`config.mk`:
```
export PLATFORM = sky130hd
export DESIGN_NAME = handshake_option_parser_top_flat
export DESIGN_NICKNAME = d
export VERILOG_FILES = /design/src/hop_pkg.sv /design/src/hop_if.sv /design/src/hop_front.sv /design/src/hop_queue.sv /design/src/hop_back.sv /design/src/handshake_option_parser_top.sv /design/src/flat_wrapper.sv
export SDC_FILE = /design/constraint.sdc
export NUM_CORES = 1
export LEC_CHECK = 0
export ABC_AREA = 1
export BUFFER_PORTS_ARGS = -buffer_cell sky130_fd_sc_hd__buf_2
export CORE_MARGIN = 2
export CORE_UTILIZATION = 50
export CTS_BUF_LIST = sky130_fd_sc_hd__clkbuf_4 sky130_fd_sc_hd__clkbuf_8
export DETAILED_ROUTE_END_ITERATION = 10
export HOLD_SLACK_MARGIN = 0.08
export PLACE_DENSITY_LB_ADDON = 0.08
export REMOVE_ABC_BUFFERS = 1
export SYNTH_ARGS = -nofsm -noshare
export SYNTH_HDL_FRONTEND = slang
export SYNTH_HIERARCHICAL = 1
export SYNTH_SLANG_ARGS = --single-unit
```
`constraint.sdc`:
```
create_clock -name clk -period 7.65 [get_ports clk]
set_input_delay 0 -clock clk [delete_from_list [all_inputs] [get_ports clk]]
set_output_delay 0 -clock clk [all_outputs]
set_load 0.03 [all_outputs]
```
`src/hop_pkg.sv`:
```
// ----------------------------------------------------------------------------
// hop_pkg: shared types and constants of the handshake option parser
// Parse phases, option layouts, result codes and the queue entry and result
// records that pass between the front end, the queue and the back end.
// ----------------------------------------------------------------------------
package hop_pkg;

	// Parse phases of the back end
	typedef enum logic [2:0] {
		PH_IDLE,
		PH_DEST,
		PH_TYPE,
		PH_SRC,
		PH_CODE,
		PH_FIXED,
		PH_LEN,
		PH_STR
	} phase_t;

	// Layout of the option body that follows a code byte
	typedef enum logic [2:0] {
		LAY_FIX1,
		LAY_FIX4,
		LAY_FIX8,
		LAY_WIN,
		LAY_LEN1,
		LAY_LEN2,
		LAY_HASH
	} layout_t;

	// Result kinds beyond the option codes
	localparam logic [3:0] KIND_HEADER = 4'd13;
	localparam logic [3:0] KIND_END    = 4'd14;
	localparam logic [3:0] KIND_ERROR  = 4'd15;

	// Handshake classes
	localparam logic [1:0] CLS_INIT   = 2'd0;
	localparam logic [1:0] CLS_FINISH = 2'd1;
	localparam logic [1:0] CLS_ERROR  = 2'd2;
	localparam logic [1:0] CLS_NONE   = 2'd3;

	// Error codes
	localparam logic [2:0] ERR_NONE    = 3'd0;
	localparam logic [2:0] ERR_TYPE    = 3'd1;
	localparam logic [2:0] ERR_VERSION = 3'd2;
	localparam logic [2:0] ERR_ORDER   = 3'd3;
	localparam logic [2:0] ERR_WINDOW  = 3'd4;

	// Option codes with special handling
	localparam logic [3:0] CODE_VERSION = 4'd0;
	localparam logic [3:0] CODE_METHOD  = 4'd6;
	localparam logic [3:0] CODE_CHUNK   = 4'd9;
	localparam logic [3:0] CODE_FSIZE   = 4'd10;
	localparam logic [3:0] CODE_NAME    = 4'd11;
	localparam logic [3:0] CODE_HASH    = 4'd12;

	// Addressing methods
	localparam logic [7:0] METHOD_UNSET = 8'hff;
	localparam logic [7:0] METHOD_0     = 8'd0;
	localparam logic [7:0] METHOD_1     = 8'd1;
	localparam logic [7:0] METHOD_2     = 8'd2;
	localparam logic [7:0] METHOD_3     = 8'd3;
	localparam logic [7:0] METHOD_4     = 8'd4;

	// Byte values and limits
	localparam logic [7:0]  END_BYTE    = 8'hff;
	localparam logic [7:0]  CODE_LIMIT  = 8'd12;
	localparam logic [63:0] VERSION_ONE = 64'd1;
	localparam logic [16:0] COUNT_MAX   = 17'h1ffff;
	localparam logic [15:0] HDR_BYTES   = 16'd4;

	// Queue between front and back end
	localparam int QUEUE_DEPTH = 2;

	// One classified input byte
	typedef struct packed {
		logic [7:0] data_byte;
		logic       sof;
		logic       is_end;
		logic       code_bad;
		logic       nonzero;
		layout_t    layout;
	} entry_t;

	// One result record
	typedef struct packed {
		logic [3:0]  item_kind;
		logic [63:0] item_value;
		logic        is_length;
		logic [15:0] byte_index;
		logic [1:0]  handshake_class;
		logic        adopted;
		logic [2:0]  error_code;
		logic [16:0] parsed_length;
		logic        last;
	} result_t;

endpackage

```
`src/hop_if.sv`:
```
// ----------------------------------------------------------------------------
// hop_if: channel interfaces of the handshake option parser
// Byte input stream, result stream and the role register write channel.
// ----------------------------------------------------------------------------
interface hop_in_if;
	logic       valid;
	logic       ready;
	logic [7:0] data_byte;
	logic       start_of_message;

	modport source (output valid, output data_byte, output start_of_message, input ready);
	modport sink   (input valid, input data_byte, input start_of_message, output ready);
endinterface

interface hop_out_if;
	logic        valid;
	logic        ready;
	logic [3:0]  item_kind;
	logic [63:0] item_value;
	logic        is_length;
	logic [15:0] byte_index;
	logic [1:0]  handshake_class;
	logic        adopted;
	logic [2:0]  error_code;
	logic [16:0] parsed_length;
	logic        last;

	modport source (
		output valid, output item_kind, output item_value, output is_length,
		output byte_index, output handshake_class, output adopted,
		output error_code, output parsed_length, output last, input ready
	);
	modport sink (
		input valid, input item_kind, input item_value, input is_length,
		input byte_index, input handshake_class, input adopted,
		input error_code, input parsed_length, input last, output ready
	);
endinterface

interface hop_cfg_if;
	logic valid;
	logic ready;
	logic role_is_leecher;

	modport source (output valid, output role_is_leecher, input ready);
	modport sink   (input valid, input role_is_leecher, output ready);
endinterface

```
`src/hop_front.sv`:
```
// ----------------------------------------------------------------------------
// hop_front: input front end
// Accepts bytes while the queue has room and classifies each one (end byte,
// code range, zero test, option body layout) before it is queued.
// ----------------------------------------------------------------------------
module hop_front import hop_pkg::*; (
	hop_in_if.sink   stream,
	input  logic     q_full,
	output logic     q_push,
	output entry_t   q_entry
);

	layout_t layout;

	// Accept whenever the queue can take the transfer
	assign stream.ready = !q_full;
	assign q_push       = stream.valid && !q_full;

	// Decode the body layout a code byte would select
	always_comb begin
		case (stream.data_byte) inside
			8'd2:        layout = LAY_LEN2;
			8'd8, 8'd11: layout = LAY_LEN1;
			8'd12:       layout = LAY_HASH;
			8'd7:        layout = LAY_WIN;
			8'd9:        layout = LAY_FIX4;
			8'd10:       layout = LAY_FIX8;
			default:     layout = LAY_FIX1;
		endcase
	end

	// Pack the classified byte
	always_comb begin
		q_entry.data_byte = stream.data_byte;
		q_entry.sof       = stream.start_of_message;
		q_entry.is_end    = (stream.data_byte == END_BYTE);
		q_entry.code_bad  = (stream.data_byte > CODE_LIMIT);
		q_entry.nonzero   = (stream.data_byte != 8'd0);
		q_entry.layout    = layout;
	end

endmodule

```
`src/hop_queue.sv`:
```
// ----------------------------------------------------------------------------
// hop_queue: short queue between front and back end
// Holds classified bytes so that input and parse side stall independently.
// ----------------------------------------------------------------------------
module hop_queue import hop_pkg::*; (
	input  logic   clk,
	input  logic   arst_n,
	input  logic   push,
	input  entry_t push_entry,
	output logic   full,
	input  logic   pop,
	output logic   head_valid,
	output entry_t head_entry
);

	localparam int PTR_W = (QUEUE_DEPTH > 1) ? $clog2(QUEUE_DEPTH) : 1;
	localparam int CNT_W = $clog2(QUEUE_DEPTH + 1);
	localparam logic [CNT_W-1:0] DEPTH_C = CNT_W'(QUEUE_DEPTH);
	localparam logic [PTR_W-1:0] LAST_C  = PTR_W'(QUEUE_DEPTH - 1);

	entry_t           slot_q [QUEUE_DEPTH];
	logic [PTR_W-1:0] wr_ptr_q;
	logic [PTR_W-1:0] rd_ptr_q;
	logic [CNT_W-1:0] count_q;
	logic             do_pop;

	assign full       = (count_q == DEPTH_C);
	assign head_valid = (count_q != '0);
	assign head_entry = slot_q[rd_ptr_q];
	assign do_pop     = pop && head_valid;

	// Store the incoming transfer
	always_ff @(posedge clk) begin
		if (push) begin
			slot_q[wr_ptr_q] <= push_entry;
		end
	end

	// Advance pointers and occupancy
	always_ff @(posedge clk or negedge arst_n) begin
		if (!arst_n) begin
			wr_ptr_q <= '0;
			rd_ptr_q <= '0;
			count_q  <= '0;
		end else begin
			if (push) begin
				wr_ptr_q <= (wr_ptr_q == LAST_C) ? '0 : wr_ptr_q + 1'b1;
			end
			if (do_pop) begin
				rd_ptr_q <= (rd_ptr_q == LAST_C) ? '0 : rd_ptr_q + 1'b1;
			end
			case ({push, do_pop})
				2'b10:   count_q <= count_q + 1'b1;
				2'b01:   count_q <= count_q - 1'b1;
				default: count_q <= count_q;
			endcase
		end
	end

endmodule

```
`src/hop_back.sv`:
```
// ----------------------------------------------------------------------------
// hop_back: parse back end
// Runs the header and option list state machine on one queued byte per cycle
// while the output register is free or draining, and loads each result into it.
// ----------------------------------------------------------------------------
module hop_back import hop_pkg::*; #(
	parameter int HASH_BYTES = 20
) (
	input  logic       clk,
	input  logic       arst_n,
	input  logic       role_is_leecher,
	input  logic       head_valid,
	input  entry_t     head_entry,
	output logic       pop,
	hop_out_if.source  result
);

	localparam logic [15:0] HASH_LEN = 16'(HASH_BYTES);

	// Parse state
	phase_t      phase_q;
	logic [3:0]  rank_q;
	logic [15:0] fcount_q;
	logic [15:0] flen_q;
	logic [63:0] acc_q;
	logic [7:0]  method_q;
	logic [31:0] dest_q;
	logic [16:0] consumed_q;

	// Output register
	logic        out_valid_q;
	result_t     out_q;

	// Effective state after a possible restart
	phase_t      ph_e;
	logic [3:0]  rank_e;
	logic [15:0] fcount_e;
	logic [15:0] flen_e;
	logic [63:0] acc_e;
	logic [7:0]  method_e;
	logic [31:0] dest_e;
	logic [16:0] consumed_e;

	// Next state
	phase_t      ph_n;
	logic [3:0]  rank_n;
	logic [15:0] fcount_n;
	logic [15:0] flen_n;
	logic [63:0] acc_n;
	logic [7:0]  method_n;
	logic [31:0] dest_n;
	logic [16:0] consumed_n;

	logic        load;
	logic        has_res;
	result_t     res;
	logic [7:0]  b;
	logic [3:0]  code;
	logic [63:0] acc_sh;
	logic [15:0] fc_inc;
	logic [31:0] src;
	logic [15:0] len;

	// Take a byte when the output register is free or draining
	assign load = !out_valid_q || result.ready;
	assign pop  = head_valid && load;

	// Apply a restart before the byte is parsed
	always_comb begin
		if (head_entry.sof) begin
			ph_e       = PH_DEST;
			rank_e     = '0;
			fcount_e   = '0;
			flen_e     = '0;
			acc_e      = '0;
			method_e   = METHOD_UNSET;
			dest_e     = '0;
			consumed_e = '0;
		end else begin
			ph_e       = phase_q;
			rank_e     = rank_q;
			fcount_e   = fcount_q;
			flen_e     = flen_q;
			acc_e      = acc_q;
			method_e   = method_q;
			dest_e     = dest_q;
			consumed_e = consumed_q;
		end
	end

	// Parse one byte
	always_comb begin
		b       = head_entry.data_byte;
		code    = (rank_e != 4'd0) ? rank_e - 4'd1 : 4'd0;
		acc_sh  = {acc_e[55:0], b};
		fc_inc  = fcount_e + 16'd1;
		src     = acc_sh[31:0];
		len     = acc_sh[15:0];

		ph_n       = ph_e;
		rank_n     = rank_e;
		fcount_n   = fcount_e;
		flen_n     = flen_e;
		acc_n      = acc_e;
		method_n   = method_e;
		dest_n     = dest_e;
		consumed_n = consumed_e;
		has_res    = 1'b0;

		if (ph_e != PH_IDLE) begin
			consumed_n = (consumed_e < COUNT_MAX) ? consumed_e + 17'd1 : consumed_e;
		end

		res.item_kind       = 4'd0;
		res.item_value      = '0;
		res.is_length       = 1'b0;
		res.byte_index      = '0;
		res.handshake_class = CLS_NONE;
		res.adopted         = 1'b0;
		res.error_code      = ERR_NONE;
		res.parsed_length   = consumed_n;
		res.last            = 1'b0;

		case (ph_e)
			PH_IDLE: begin
			end
			PH_DEST: begin
				acc_n    = acc_sh;
				fcount_n = fc_inc;
				if (fc_inc >= HDR_BYTES) begin
					dest_n   = acc_sh[31:0];
					acc_n    = '0;
					fcount_n = '0;
					ph_n     = PH_TYPE;
				end
			end
			PH_TYPE: begin
				if (head_entry.nonzero) begin
					ph_n           = PH_IDLE;
					has_res        = 1'b1;
					res.item_kind  = KIND_ERROR;
					res.item_value = 64'(b);
					res.error_code = ERR_TYPE;
					res.last       = 1'b1;
				end else begin
					ph_n = PH_SRC;
				end
			end
			PH_SRC: begin
				acc_n    = acc_sh;
				fcount_n = fc_inc;
				if (fc_inc >= HDR_BYTES) begin
					acc_n          = '0;
					fcount_n       = '0;
					rank_n         = '0;
					ph_n           = PH_CODE;
					has_res        = 1'b1;
					res.item_kind  = KIND_HEADER;
					res.item_value = {dest_e, src};
					if (dest_e == 32'd0 && src != 32'd0) begin
						res.handshake_class = CLS_INIT;
					end else if (dest_e != 32'd0 && src == 32'd0) begin
						res.handshake_class = CLS_FINISH;
					end else begin
						res.handshake_class = CLS_ERROR;
					end
				end
			end
			PH_CODE: begin
				if (head_entry.is_end) begin
					ph_n          = PH_IDLE;
					has_res       = 1'b1;
					res.item_kind = KIND_END;
					res.last      = 1'b1;
				end else if (head_entry.code_bad || b[3:0] < rank_e) begin
					ph_n           = PH_IDLE;
					has_res        = 1'b1;
					res.item_kind  = KIND_ERROR;
					res.item_value = 64'(b);
					res.error_code = ERR_ORDER;
					res.last       = 1'b1;
				end else begin
					rank_n   = b[3:0] + 4'd1;
					fcount_n = '0;
					acc_n    = '0;
					case (head_entry.layout)
						LAY_LEN2: begin
							flen_n = 16'd2;
							ph_n   = PH_LEN;
						end
						LAY_LEN1: begin
							flen_n = 16'd1;
							ph_n   = PH_LEN;
						end
						LAY_HASH: begin
							flen_n = HASH_LEN;
							ph_n   = PH_STR;
						end
						LAY_WIN: begin
							if (method_e == METHOD_0 || method_e == METHOD_2) begin
								flen_n = 16'd4;
								ph_n   = PH_FIXED;
							end else if (method_e == METHOD_1 || method_e == METHOD_3 ||
									method_e == METHOD_4) begin
								flen_n = 16'd8;
								ph_n   = PH_FIXED;
							end else begin
								ph_n           = PH_IDLE;
								has_res        = 1'b1;
								res.item_kind  = KIND_ERROR;
								res.item_value = 64'(b);
								res.error_code = ERR_WINDOW;
								res.last       = 1'b1;
							end
						end
						LAY_FIX4: begin
							flen_n = 16'd4;
							ph_n   = PH_FIXED;
						end
						LAY_FIX8: begin
							flen_n = 16'd8;
							ph_n   = PH_FIXED;
						end
						default: begin
							flen_n = 16'd1;
							ph_n   = PH_FIXED;
						end
					endcase
				end
			end
			PH_FIXED: begin
				acc_n    = acc_sh;
				fcount_n = fc_inc;
				if (fc_inc >= flen_e) begin
					has_res = 1'b1;
					if (code == CODE_VERSION && acc_sh != VERSION_ONE) begin
						ph_n           = PH_IDLE;
						res.item_kind  = KIND_ERROR;
						res.item_value = 64'(b);
						res.error_code = ERR_VERSION;
						res.last       = 1'b1;
					end else begin
						if (code == CODE_METHOD) begin
							method_n = acc_sh[7:0];
						end
						ph_n           = PH_CODE;
						res.item_kind  = code;
						res.item_value = acc_sh;
						res.adopted    = (code == CODE_CHUNK || code == CODE_FSIZE) &&
							role_is_leecher;
					end
				end
			end
			PH_LEN: begin
				acc_n    = acc_sh;
				fcount_n = fc_inc;
				if (fc_inc >= flen_e) begin
					flen_n         = len;
					fcount_n       = '0;
					acc_n          = '0;
					ph_n           = (len != 16'd0) ? PH_STR : PH_CODE;
					has_res        = 1'b1;
					res.item_kind  = code;
					res.item_value = 64'(len);
					res.is_length  = 1'b1;
					res.adopted    = (code == CODE_NAME);
				end
			end
			PH_STR: begin
				fcount_n = fc_inc;
				if (fc_inc >= flen_e) begin
					ph_n = PH_CODE;
				end
				has_res        = 1'b1;
				res.item_kind  = code;
				res.item_value = 64'(b);
				res.byte_index = fcount_e;
				res.adopted    = (code == CODE_NAME) || (code == CODE_HASH && !role_is_leecher);
			end
			default: begin
				ph_n = PH_IDLE;
			end
		endcase
	end

	// Update parse state on each popped byte
	always_ff @(posedge clk or negedge arst_n) begin
		if (!arst_n) begin
			phase_q    <= PH_IDLE;
			rank_q     <= '0;
			fcount_q   <= '0;
			flen_q     <= '0;
			acc_q      <= '0;
			method_q   <= METHOD_UNSET;
			dest_q     <= '0;
			consumed_q <= '0;
		end else if (pop) begin
			phase_q    <= ph_n;
			rank_q     <= rank_n;
			fcount_q   <= fcount_n;
			flen_q     <= flen_n;
			acc_q      <= acc_n;
			method_q   <= method_n;
			dest_q     <= dest_n;
			consumed_q <= consumed_n;
		end
	end

	// Hold or replace the pending result
	always_ff @(posedge clk or negedge arst_n) begin
		if (!arst_n) begin
			out_valid_q <= 1'b0;
		end else if (load) begin
			out_valid_q <= pop && has_res;
		end
	end

	always_ff @(posedge clk) begin
		if (pop && has_res) begin
			out_q <= res;
		end
	end

	// Drive the result channel
	assign result.valid           = out_valid_q;
	assign result.item_kind       = out_q.item_kind;
	assign result.item_value      = out_q.item_value;
	assign result.is_length       = out_q.is_length;
	assign result.byte_index      = out_q.byte_index;
	assign result.handshake_class = out_q.handshake_class;
	assign result.adopted         = out_q.adopted;
	assign result.error_code      = out_q.error_code;
	assign result.parsed_length   = out_q.parsed_length;
	assign result.last            = out_q.last;

endmodule

```
`src/handshake_option_parser_top.sv`:
```
// ----------------------------------------------------------------------------
// handshake_option_parser_top: handshake option parser
// Front end classifies bytes, a two-entry queue decouples it from the parse
// back end, whose output register holds the result for the sink.
// ----------------------------------------------------------------------------
// Path: a byte's transfer writes the queue, then the parse step loads its
// result into the output register. Throughput: one byte per cycle unless
// the result side stalls; the parse state machine in the back end updates
// once per byte and the output register drains while the next loads.
// Reset: arst_n clears the queue, the output register, the parse state and
// the role register at once; no clearing pass.
module handshake_option_parser_top import hop_pkg::*; #(
	parameter int HASH_BYTES = 20
) (
	input  logic      clk,
	input  logic      arst_n,
	hop_in_if.sink    stream,
	hop_out_if.source result,
	hop_cfg_if.sink   cfg
);

	logic   role_q;
	logic   q_full;
	logic   q_push;
	entry_t q_entry;
	logic   head_valid;
	entry_t head_entry;
	logic   pop;

	// Role register write
	assign cfg.ready = 1'b1;

	always_ff @(posedge clk or negedge arst_n) begin
		if (!arst_n) begin
			role_q <= 1'b0;
		end else if (cfg.valid) begin
			role_q <= cfg.role_is_leecher;
		end
	end

	hop_front u_front (
		.stream  (stream),
		.q_full  (q_full),
		.q_push  (q_push),
		.q_entry (q_entry)
	);

	hop_queue u_queue (
		.clk        (clk),
		.arst_n     (arst_n),
		.push       (q_push),
		.push_entry (q_entry),
		.full       (q_full),
		.pop        (pop),
		.head_valid (head_valid),
		.head_entry (head_entry)
	);

	hop_back #(
		.HASH_BYTES (HASH_BYTES)
	) u_back (
		.clk             (clk),
		.arst_n          (arst_n),
		.role_is_leecher (role_q),
		.head_valid      (head_valid),
		.head_entry      (head_entry),
		.pop             (pop),
		.result          (result)
	);

endmodule

```
`src/flat_wrapper.sv`:
```
// flat-port wrapper written by rule: the top's interface ports become plain ports
module handshake_option_parser_top_flat import hop_pkg::*;
#(
	parameter int HASH_BYTES = 20
)
  (clk, arst_n, stream_valid, stream_data_byte, stream_start_of_message, stream_ready, result_valid, result_item_kind, result_item_value, result_is_length, result_byte_index, result_handshake_class, result_adopted, result_error_code, result_parsed_length, result_last, result_ready, cfg_valid, cfg_role_is_leecher, cfg_ready);
  hop_in_if stream_i ();
  hop_out_if result_i ();
  hop_cfg_if cfg_i ();
  input  logic clk;
  input  logic arst_n;
  input wire logic [$bits(stream_i.valid)-1:0] stream_valid;
  input wire logic [$bits(stream_i.data_byte)-1:0] stream_data_byte;
  input wire logic [$bits(stream_i.start_of_message)-1:0] stream_start_of_message;
  output wire logic [$bits(stream_i.ready)-1:0] stream_ready;
  output wire logic [$bits(result_i.valid)-1:0] result_valid;
  output wire logic [$bits(result_i.item_kind)-1:0] result_item_kind;
  output wire logic [$bits(result_i.item_value)-1:0] result_item_value;
  output wire logic [$bits(result_i.is_length)-1:0] result_is_length;
  output wire logic [$bits(result_i.byte_index)-1:0] result_byte_index;
  output wire logic [$bits(result_i.handshake_class)-1:0] result_handshake_class;
  output wire logic [$bits(result_i.adopted)-1:0] result_adopted;
  output wire logic [$bits(result_i.error_code)-1:0] result_error_code;
  output wire logic [$bits(result_i.parsed_length)-1:0] result_parsed_length;
  output wire logic [$bits(result_i.last)-1:0] result_last;
  input wire logic [$bits(result_i.ready)-1:0] result_ready;
  input wire logic [$bits(cfg_i.valid)-1:0] cfg_valid;
  input wire logic [$bits(cfg_i.role_is_leecher)-1:0] cfg_role_is_leecher;
  output wire logic [$bits(cfg_i.ready)-1:0] cfg_ready;
  assign stream_i.valid = stream_valid;
  assign stream_i.data_byte = stream_data_byte;
  assign stream_i.start_of_message = stream_start_of_message;
  assign stream_ready = stream_i.ready;
  assign result_valid = result_i.valid;
  assign result_item_kind = result_i.item_kind;
  assign result_item_value = result_i.item_value;
  assign result_is_length = result_i.is_length;
  assign result_byte_index = result_i.byte_index;
  assign result_handshake_class = result_i.handshake_class;
  assign result_adopted = result_i.adopted;
  assign result_error_code = result_i.error_code;
  assign result_parsed_length = result_i.parsed_length;
  assign result_last = result_i.last;
  assign result_i.ready = result_ready;
  assign cfg_i.valid = cfg_valid;
  assign cfg_i.role_is_leecher = cfg_role_is_leecher;
  assign cfg_ready = cfg_i.ready;
  handshake_option_parser_top #(.HASH_BYTES(HASH_BYTES)) u_core (.clk(clk), .arst_n(arst_n), .stream(stream_i), .result(result_i), .cfg(cfg_i));
endmodule
```
After elaboration in Yosys (flattened, before gate mapping)
Memory sizes are Yosys's and may differ from the RTL's.
Index checks and enable logic that the tools add are counted.
{"block": "word_totals", "reg_bits": 275, "ramBits": 30, "inputBits": 15, "output_inout_bits": 112, "n_memories": 1}
{"name": "u_core.u_queue.slot_q", "words": 2, "word_bits": 15, "read_ports": 1, "rd_clocked_by_memory_dff": 0, "write_ports": 1, "line": "hop_queue.sv:21", "rtl": "entry_t slot_q [QUEUE_DEPTH];"}
{"block": "classes", "n_addsub": 8, "n_lt_le_gt_ge": 5, "n_eq_ne": 34, "n_mux": 101, "reduce_logical": 37}
{"operator": "two-way mux 68 bit", "n": 8}
{"operator": "case mux 68 bit (6 select lines)", "n": 1}
{"operator": "two-way mux 64 bit", "n": 6}
{"operator": "case mux 64 bit (4 select lines)", "n": 1}
{"operator": "two-way mux 16 bit", "n": 11}
{"operator": "two-way mux 32 bit", "n": 3}
{"operator": "case mux 16 bit (5 select lines)", "n": 1}
{"operator": "two-way mux 69 bit", "n": 1}
{"operator": "logical NOT 32 bit", "n": 2}
{"operator": "!= test 64 x 1 -> 1 bit, second input constant", "n": 1}
{"operator": "case mux 16 bit (4 select lines)", "n": 1}
{"operator": "nonzero test 32 bit", "n": 2}
{"operator": "two-way mux 3 bit", "n": 19}
{"operator": "two-way mux 17 bit", "n": 3}
{"operator": "== test 8 x 4 -> 1 bit, second input constant", "n": 5}
{"operator": "two-way mux 8 bit", "n": 5}
{"operator": "case mux 16 bit (2 select lines)", "n": 1}
{"operator": "two-way mux 4 bit", "n": 7}
{"operator": "== test 8 x 2 -> 1 bit, second input constant", "n": 3}
{"operator": "== test 3 bit, second input constant", "n": 7}
{"operator": "case mux 3 bit (7 select lines)", "n": 1}
{"operator": "case mux 3 bit (3 select lines)", "n": 2}
{"operator": "adder 17 x 1 -> 17 bit, second input constant", "n": 1}
{"operator": "< comparator 17 bit, second input constant", "n": 1}
{"operator": "other kinds (37)", "n": 92}

Depth between registers and ports, before layout
An unclocked memory read counts as a cell.
{"block": "logic_depth", "ltp_word": 12, "mapped_depth": 38}

Cells and area by module
The synthesis kept the hierarchy.
{"mod": "hop_back", "instances": 1, "cells_each": 2167, "area_per_inst_um2": 15663.8, "seq_area_each_um2": 7111.8}
{"mod": "hop_queue", "instances": 1, "cells_each": 107, "area_per_inst_um2": 1350.0, "seq_area_each_um2": 1001.0}
{"mod": "hop_front", "instances": 1, "cells_each": 46, "area_per_inst_um2": 225.2, "seq_area_each_um2": 0.0}
{"mod": "handshake_option_parser_top", "instances": 1, "cells_each": 7, "area_per_inst_um2": 51.3, "seq_area_each_um2": 25.0}

Least setup slack after synthesis
OpenSTA, ideal clock, no wires.
{"block": "synth_path", "kind": "register to register", "start": "register u_core.u_queue.rd_ptr_q", "end": "register u_core.u_back.out_q (netlist bit u_core/u_back/result.adopted), enable pin", "t_arrival_ns": 5.971, "t_required_ns": 7.188, "setup_slack_ns": 1.217, "path_stages_with_launch": 34, "cell_sequence": "dfrtp_1 -> buf_6 -> nand2_1 -> nand2_1 -> buf_6 -> inv_4 -> buf_6 -> buf_4 -> buf_2 -> buf_2 -> buf_1 -> nand2_1 -> inv_1 -> ha_1 -> nand3_1 -> nor2_2 -> nand2_1 -> inv_1 -> nand4_1 -> nand2_1 -> inv_1 -> ha_1 -> nand2_1 -> inv_1 -> nand3_1 -> nor2_1 -> nand2_1 -> nor2_2 -> nor2_4 -> nand2_4 -> o21ai_0 -> nand3_1 -> nand2_1 -> inv_1"}
{"element": "from (decl)", "line": "hop_queue.sv:23", "rtl": "logic [PTR_W-1:0] rd_ptr_q;"}
{"element": "from (signal assigned)", "line": "hop_queue.sv:50", "rtl": "rd_ptr_q <= (rd_ptr_q == LAST_C) ? '0 : rd_ptr_q + 1'b1;"}
{"element": "to (signal assigned)", "line": "hop_back.sv:320", "rtl": "out_q <= res;"}
{"element": "to (decl)", "line": "hop_back.sv:32", "rtl": "result_t out_q;"}

==> summary.log <==
INFO  drt            detail_route.wirelength=47200um
INFO  global_routing largest_net_degree_at_the_start_of_global_routing=104
INFO  worst_setup_path critical_path_arrival=6190ps
INFO  worst_setup_path crit_buf_inv=8
INFO  power_and_ir_drop total_power=8.24mW
INFO  yosys          post_synth_most_frequent_cells=nand2_1 (744), inv_1 (355), nor2_1 (210)
INFO  yosys          ys.warnings.count=6
INFO  worst_setup_path start_kind=flip-flop
INFO  timing         final_min_period_over_clock_period=76.4%
INFO  yosys          yosys_register_bits=297
INFO  drt            wl_per_cell=16.2um
INFO  worst_setup_path timing.setup.critical_path_class=reg2reg
INFO  finish         drive_gt1_share=12.0%
INFO  drt            vias=15239
INFO  drt            routed_via_density=5.22
INFO  worst_setup_path path_delay_family=simple AND/OR/NAND/NOR gates
INFO  global_routing grt_pass1_vias=14160
INFO  floorplanning  floorplan.core_area=34300squm
INFO  clock_tree     ctsRootBufferMaster=clkbuf_8
INFO  global_routing first_pass_grt_wire_length=74900um
INFO  clock_tree     cts.hold.buffers_added=18
INFO  floorplanning  placement_rows=68
INFO  drt            route.detailed.drc=0
INFO  worst_setup_path critPathMostFrequentCell=nand2_1
INFO  power_and_ir_drop irDropWorstVdd=0.224mV
INFO  yosys          ys_seq_area_share=47.1%
INFO  clock_tree     cts.repair_timing.setup_buffer_count=0
INFO  worst_setup_path crit_required=8000ps
INFO  worst_setup_path slowest_stage=inv_4
INFO  yosys          netlist_area=17300squm
INFO  clock_tree     tritoncts=done
INFO  timing         max_freq=0.171GHz
INFO  yosys          ys.flop_type=dfrtp_1
INFO  yosys          synth.area.top_cells=edfxtp_1 (24%), dfrtp_1 (22%), nand2_1 (16%)
INFO  timing         slew_headroom=28.1%
INFO  timing         final.setup_skew=51.4ps
INFO  timing         grt_setup_unrepaired=no
INFO  power_and_ir_drop power.static_leakage=9.56nW
INFO  timing         post-route-min-period=5840ps
INFO  clock_tree     htree_levels=2
INFO  yosys          count_of_flip_flops_with_a_built_in_enable_after_synthesis=139
INFO  clock_tree     clock_insertion_delay_worst_skew=660ps
INFO  placed_design  placedCellCount=2806
INFO  clock_tree     cts_max_path_buffers=3
INFO  placed_design  post_dp_cell_area=18000squm
INFO  yosys          synth_largest_area_cell=edfxtp_1
INFO  global_routing initial_antenna_violation_count=0
INFO  timing         finalSetupViolCount=0
INFO  finish         final_standard_cell_area_without_fillers=19200squm
INFO  yosys          synthArstFlopShare=53.2%
INFO  global_routing gr-total-overflow=0
INFO  floorplanning  floorplan_die_area=36100squm
INFO  worst_hold_path hold_path_class=in2reg
INFO  yosys          synthMostInstantiatedCell=nand2_1
INFO  placed_design  hpwl=31300um
INFO  finish         fin_nets=2463
INFO  global_routing globalRouteTotalUtil=26.3%
INFO  floorplanning  die-height=190um
INFO  clock_tree     cts.sinks=297
INFO  drt            detail_route.first_pass.iterations=6
INFO  placed_design  gp_congestion=0.920
INFO  worst_setup_path critical_path.max_stage_delay=760ps
INFO  timing         drv_slew=0
INFO  finish         syn2layout_area_growth=11.2%
INFO  floorplanning  initial_utilization=50.4%
INFO  power_and_ir_drop cellPowerDensity=429nW/um^2
INFO  drt            drtAntennaViolNets=0
INFO  timing         timing.setup.tns=0ps
INFO  worst_setup_path timing.critical_path.to_type=flip-flop
INFO  floorplanning  die_width=190um
INFO  drt            drt_first_iter_violations=1271
INFO  finish         fin_cells=2920
INFO  finish         finalCoreUtilization=56.1%
INFO  yosys          number_of_different_library_cells_in_the_post_synthesis_netlist=54
INFO  finish         diodes=0
INFO  clock_tree     clkTransAtPathRegs=70ps
INFO  timing         final_hold_viol_count=0
INFO  placed_design  place.port_buffers=125
INFO  yosys          netlist.area_leader.share=24.1%
INFO  job            max-cap-violations=0
INFO  worst_setup_path timing.critical_path.fanout_max=78
INFO  yosys          syn-instance-count=2327
INFO  floorplanning  ioPinCount=127
INFO  clock_tree     cts_made_buffers=51
INFO  clock_tree     post_cts_resize_count=0
INFO  yosys          synthesis.area_per_instance=7.43squm
INFO  timing         worst_slew_pin_slew=1070ps
INFO  outcome        run_status=finished, final reports clean
## area by class of cell
type / instances / area (sq um)
repair buffers: 157 / 917
multi-input cells: 1551 / 7150
flip-flops and latches: 297 / 8140
well taps: 455 / 569
inverters: 364 / 1380
clock buffers: 74 / 906
fillers: 3367 / 15100
clock inverters: 22 / 174
## metrics by stage
| stage | hold slack (ps) | setup slack (ps) |
|---|---|---|
| CTS | 90.6 | 1780 |
| detailed placement | 183 | 1760 |
| global route | 132 | 1210 |
| finish | 143 | 1810 |
| floorplan | -296 | -127 |
| global placement | 195 | 1930 |
## power breakdown
part,switching [mW],internal [mW]
Combinational,3.09,1.12
Clock,0.691,0.835
Sequential,0.225,2.28
Total,4.01,4.24
## cell families (layout without fill, tap and decap cells)
family	Yosys count	count (layout)	synth area share, %
buf+inv	479	617	11.7
xor+xnor	22	22	1.11
fa+ha+maj	26	26	1.88
other cells	1	1	0.0217
flops	297	297	47.1
compound gates	319	319	9.60
simple gates	1183	1183	28.7
## placed cells by master, fill, tap and decap left out, types with 19 or more instances in the layout
master	instances
o21ai_0	190
ha_1	26
edfxtp_1	139
nand3_1	107
nand2_1	742
inv_1	354
a21oi_1	94
buf_2	124
clkbuf_8	56
o22ai_1	19
dfrtp_1	150
nor2_1	210
nor4_1	20
nand4_1	33
## path summary, 6_finish.rpt
| kind | from | endpoint | slack, ps | depth (start not counted) |
|---|---|---|---|---|
| setup / recovery | u_core/u_queue/rd_ptr_q | u_core/u_back/result.item_value[29] | 1810 | 28 |
| hold / removal | stream_data_byte[6] | u_core/u_queue/slot_q[0][13] | 140 | 2 |
| setup reg to reg | u_core/u_queue/rd_ptr_q | u_core/u_back/result.item_value[29] | 1810 | 28 |
| hold reg to reg | u_core/u_back/method_q[4] | u_core/u_back/method_q[4] | 470 | 2 |
| max in group asynchronous | arst_n | u_core/u_back/fcount_q[9] | 5660 | 4 |
| min in group asynchronous | arst_n | u_core/u_back/acc_q[52] | 590 | 3 |
## registers in the layout, summed over array words and instances, names as in the netlist, 2 cells and up
signal	cells
u_core/u_back/acc_q	56
u_core/u_back/consumed_q	17
u_core/u_back/dest_q	32
u_core/u_back/fcount_q	16
u_core/u_back/flen_q	16
u_core/u_back/method_q	8
u_core/u_back/phase_q	3
u_core/u_back/rank_q	4
u_core/u_back/result.byte_index	16
u_core/u_back/result.error_code	3
u_core/u_back/result.handshake_class	2
u_core/u_back/result.item_kind	4
u_core/u_back/result.item_value	64
u_core/u_back/result.parsed_length	17
u_core/u_queue/count_q	2
u_core/u_queue/slot_q	30
## routing by layer
metal	GRT usage (%)	vias to the layer above	part of all wire, %
li1	-	7553	-
met1	36.1	7074	45
met2	41.0	514	45
met3	4.94	98	6.8
met4	11.2	0	4.0
met5	0	-	0
(Power assumes the default switching activity.)
